==> config.mk <==
export PLATFORM = sky130hd
export DESIGN_NAME = sbpp_mem
export DESIGN_NICKNAME = d
export VERILOG_FILES = /design/src/hdl/sbpp_mem.sv
export SDC_FILE = /design/constraint.sdc
export NUM_CORES = 1
export LEC_CHECK = 0
export ABC_AREA = 1
export BUFFER_PORTS_ARGS = -buffer_cell sky130_fd_sc_hd__buf_2
export CORE_UTILIZATION = 25
export DETAILED_ROUTE_END_ITERATION = 10
export PLACE_DENSITY = 0.49
export SKIP_CTS_REPAIR_TIMING = 1
export SYNTH_ARGS = -nofsm -noshare
export SYNTH_HDL_FRONTEND = slang
export SYNTH_SLANG_ARGS = --single-unit
==> constraint.sdc <==
create_clock -name clk -period 13.8 [get_ports clk]
set_clock_uncertainty 0.05 [all_clocks]
set_input_delay 4.14 -clock clk [delete_from_list [all_inputs] [get_ports clk]]
set_output_delay 4.14 -clock clk [all_outputs]
set_load 0.1 [all_outputs]
==> src/hdl/sbpp_mem.sv <==
// Sphere store: one write port, one registered read port.
`default_nettype none
module sbpp_mem #(
	parameter int DEPTH = 16,
	parameter int WIDTH = 95
) (
	input  wire logic                     clk,
	input  wire logic                     we,
	input  wire logic [$clog2(DEPTH)-1:0] waddr,
	input  wire logic [WIDTH-1:0]         wdata,
	input  wire logic                     re,
	input  wire logic [$clog2(DEPTH)-1:0] raddr,
	output logic      [WIDTH-1:0]         rdata
);

	logic [WIDTH-1:0] mem [DEPTH];

	always_ff @(posedge clk) begin
		if (we) begin
			mem[waddr] <= wdata;
		end
		if (re) begin
			rdata <= mem[raddr];
		end
	end

endmodule
`default_nettype wire

Yosys cells after proc, flatten, opt, wreduce, memory -nomap -nowiden
Memory sizes are Yosys's and may differ from the RTL's. A register that Yosys moved wholly into a read port is not among the register bits.
Cells that the tools add are included.
W data, S select, Z words.
Storage, ports and cells
  bits in read-only memories: 0
  register bits: 0
  latch bits: 0
  RAM bits: 1520
  memories: 1
Cells by class
  add/subtract/negate cells: 0
  shift operators: 0
  multiplexer cells: 2
  bitwise logic cells: 0
  reductions and logical operators: 0
  equality and inequality tests: 0
  $lt $le $gt $ge: 0
  divide/modulo/power cells: 0
  multipliers: 0
Memory list
  mem: words 16, width 95, rd ports 1, clocked after memory_dff 1, write ports 1, RTL line 16  | logic [WIDTH-1:0] mem [DEPTH];
Operator list (number)
  $mux W1: 2

Logic depth before layout (Yosys ltp)
  depth in word-level cells: 2
  depth in mapped cells: 10
  mapped depth without buffers: 7

Least setup slack after synthesis
Ideal clock, no wire load.
  path kind: input to register
  from: input port waddr[2]
  to: memory mem[10][0], enable pin
  required time: 13.200 ns
  library setup time: 0.550 ns
  arrival: 8.312 ns
  path buffers: 0
  stages: 2
  slack: 4.888 ns
  cells stage by stage: nand3b_1 nor2_1
RTL lines
  start: declaration: RTL line 9  | input wire logic [$clog2(DEPTH)-1:0] waddr,
  end: declaration: RTL line 16
Straight into the memory's write port.

==> impl_metrics.toml <==
[floorplanning]
rows = 190
die_height_um = 523
coreArea_mm2 = 0.269
die_x_um = 523
design.die.area_mm2 = 0.273
initial_core_util_pct = 25.2
io_pins = 201

[layout]
regArea_mm2 = 0.0485
layout-drive-gt1-share_pct = 7.77
fillers = 27600
final_common_cell = "nand2_1"
layout_common_cells = "2000 x nand2_1, 1615 x edfxtp_1, 1142 x inv_1"
areaGrowthSynthToFinish_pct = 14.6
finalNetCount = 6451
final_core_util_pct = 28.9
layout.cells.non_filler = 10000
multiInputGateArea_mm2 = 0.0134

[setup_path]
cp.arrival_ps = 8520
worstPathMaxFanout = 196
criticalPathCategory = "in -> reg"
worstSetupStartpointType = "input port"
cp.required_ps = 14280
end_kind = "flip-flop"

[power]
p_sw_mw = 2.55
swShare_pct = 23.6
ir_drop_mv = 0.128
comb_power_share_pct = 7.3
finalPower_mw = 10.8
p_int_mw = 8.25
pwr-share-clk_pct = 41.2
power_frac_seq_pct = 51.6
power.leakage_nw = 31.8
p_per_area_mw_per_mm2 = 139

[synthesis]
synth_seq_cells = 1615
synthesis.nets = 6342
seq_area_frac_synth_pct = 71.6
yosysWarnings = 0
syn_area_per_cell_um2 = 10.9
synth_cell_types = 12
syn_inst = 6236
netlist_area_mm2 = 0.0678

[drt]
num_vias = 43000
wirelength_um = 194000
wl_per_cell_um = 19.3
vias_per_cell = 4.28
drtIter0Drc = 3399
ant_nets = 0
first_pass_iters = 5
drc_errors = 0

[global_routing]
grt_pass1_wl_um = 282000
antenna_found_initial = 74
grt_overflow_total = 0
grt_usage_pct = 14.1
grt_pass1_vias = 41100
grt_max_degree = 197

[hold_path]
hp-class = "reg -> reg"

[sta]
tightest_slew_ps = 1670
min_period_over_period_pct = 58.3
setup_viol_count_final = 0
fin_setup_tns_ps = 0
fin_crit_ps = 8050
rsz0062_at_grt = "no"
hold_violations = 0
hold_slack_ps = 676
final_max_slew_viol_count = 35
slew_headroom_pct = -11.2
max_freq_ghz = 0.124

[clock_network]
cts_tree = "done"
cts_buffers = 162
htreeDepth = 4
clk_pin_slew_ps = 60
cts_root_buffer = "clkbuf_16"
cts.path.max_buffers = 3
clk_latency_ps = 790
clock_sinks = 1615

[placed_design]
finalWeightedCongestion = 0.724
io_buffer_count = 200
numPlacedInstances = 9733
dpl.hpwl_um = 88400

[job]
maxCapViolCount = 0

[outcome]
failed_checks = "max-slew violations"
status = "complete, but fails checks"
[cell families (layout without fill, tap and decap cells)]
logic type             count (synthesis)  after routing  synth area share [%]
buffers and inverters               1461           1702                  8.80
and+or+nand+nor                     3160           3160                  19.6
DFF                                 1615           1615                  71.6
other                                  0             15                     0
[critical path, stage by stage]
cell and delay (ps):
buf_8 520, buf_12 700, buf_4 830, buf_4 870
buf_4 710, nand2_1 130, nand3_1 110, nand3_1 90
nand3_1 130, nand2_1 80
[final timing paths]
path | from | endpoint | slack, ps | cells past startpoint
min | mem[11][91] | rdata[91] | 680 | 6
max reg2reg | mem[2][63] | rdata[63] | 12410 | 6
max | raddr[0] | rdata[90] | 5750 | 10
min reg2reg | mem[11][91] | rdata[91] | 680 | 6
[synthesized netlist by cell type, drive strengths merged]
library cell / number / area, um^2
nand3: 1141 / 5710
buf: 248 / 1410
nand3b: 2 / 15.0
clkbuf: 67 / 251
nor2: 17 / 63.8
inv: 1146 / 4300
edfxtp: 1615 / 48500
nand2: 2000 / 7510
[state kept, by name, summed over array words and instances (netlist names)]
signal	flops
rdata	95
mem	1520
[routing by layer]
layer  part of all wire (%)  global-route usage [%]  routed length (um)  vias up
met5                   0.11                       0                 216        -
met3                    5.4                    2.35               10400      318
met4                    2.1                    3.70                4160       36
li1                       -                       -                   -    20500
met2                     49                    24.0               94100     1076
met1                     44                    18.4               84900    21100
[power groups by stage]
stage | clock network, mW | logic, mW | registers [mW]
after global placement | 0 | 0.790 | 5.67
after global routing | 4.75 | 0.860 | 5.57
final | 4.44 | 0.786 | 5.57
after detailed placement | 0 | 0.795 | 5.67
after floorplan | 0 | 0.356 | 5.83
after CTS | 4.55 | 0.798 | 5.57
[area by class of cell]
class                           instances  share of cell area, %
Timing Repair Buffer                  260                   2.12
Sequential cell                      1615                   62.5
Multi-Input combinational cell       3160                   17.3
Tap cell                             3552                   5.73
Clock buffer                          195                   5.57
Antenna cell                           15                 0.0484
Inverter                             1146                   5.58
Clock inverter                        101                   1.19
[through the flow]
step,instance area (um^2),setup WS [ps]
after floorplan,67800,4890
after global placement,72300,4910
after detailed placement,72300,4850
after CTS,77600,5700
after global routing,77600,5330
final,77600,5750
Power figures use the tool's default switching activity.
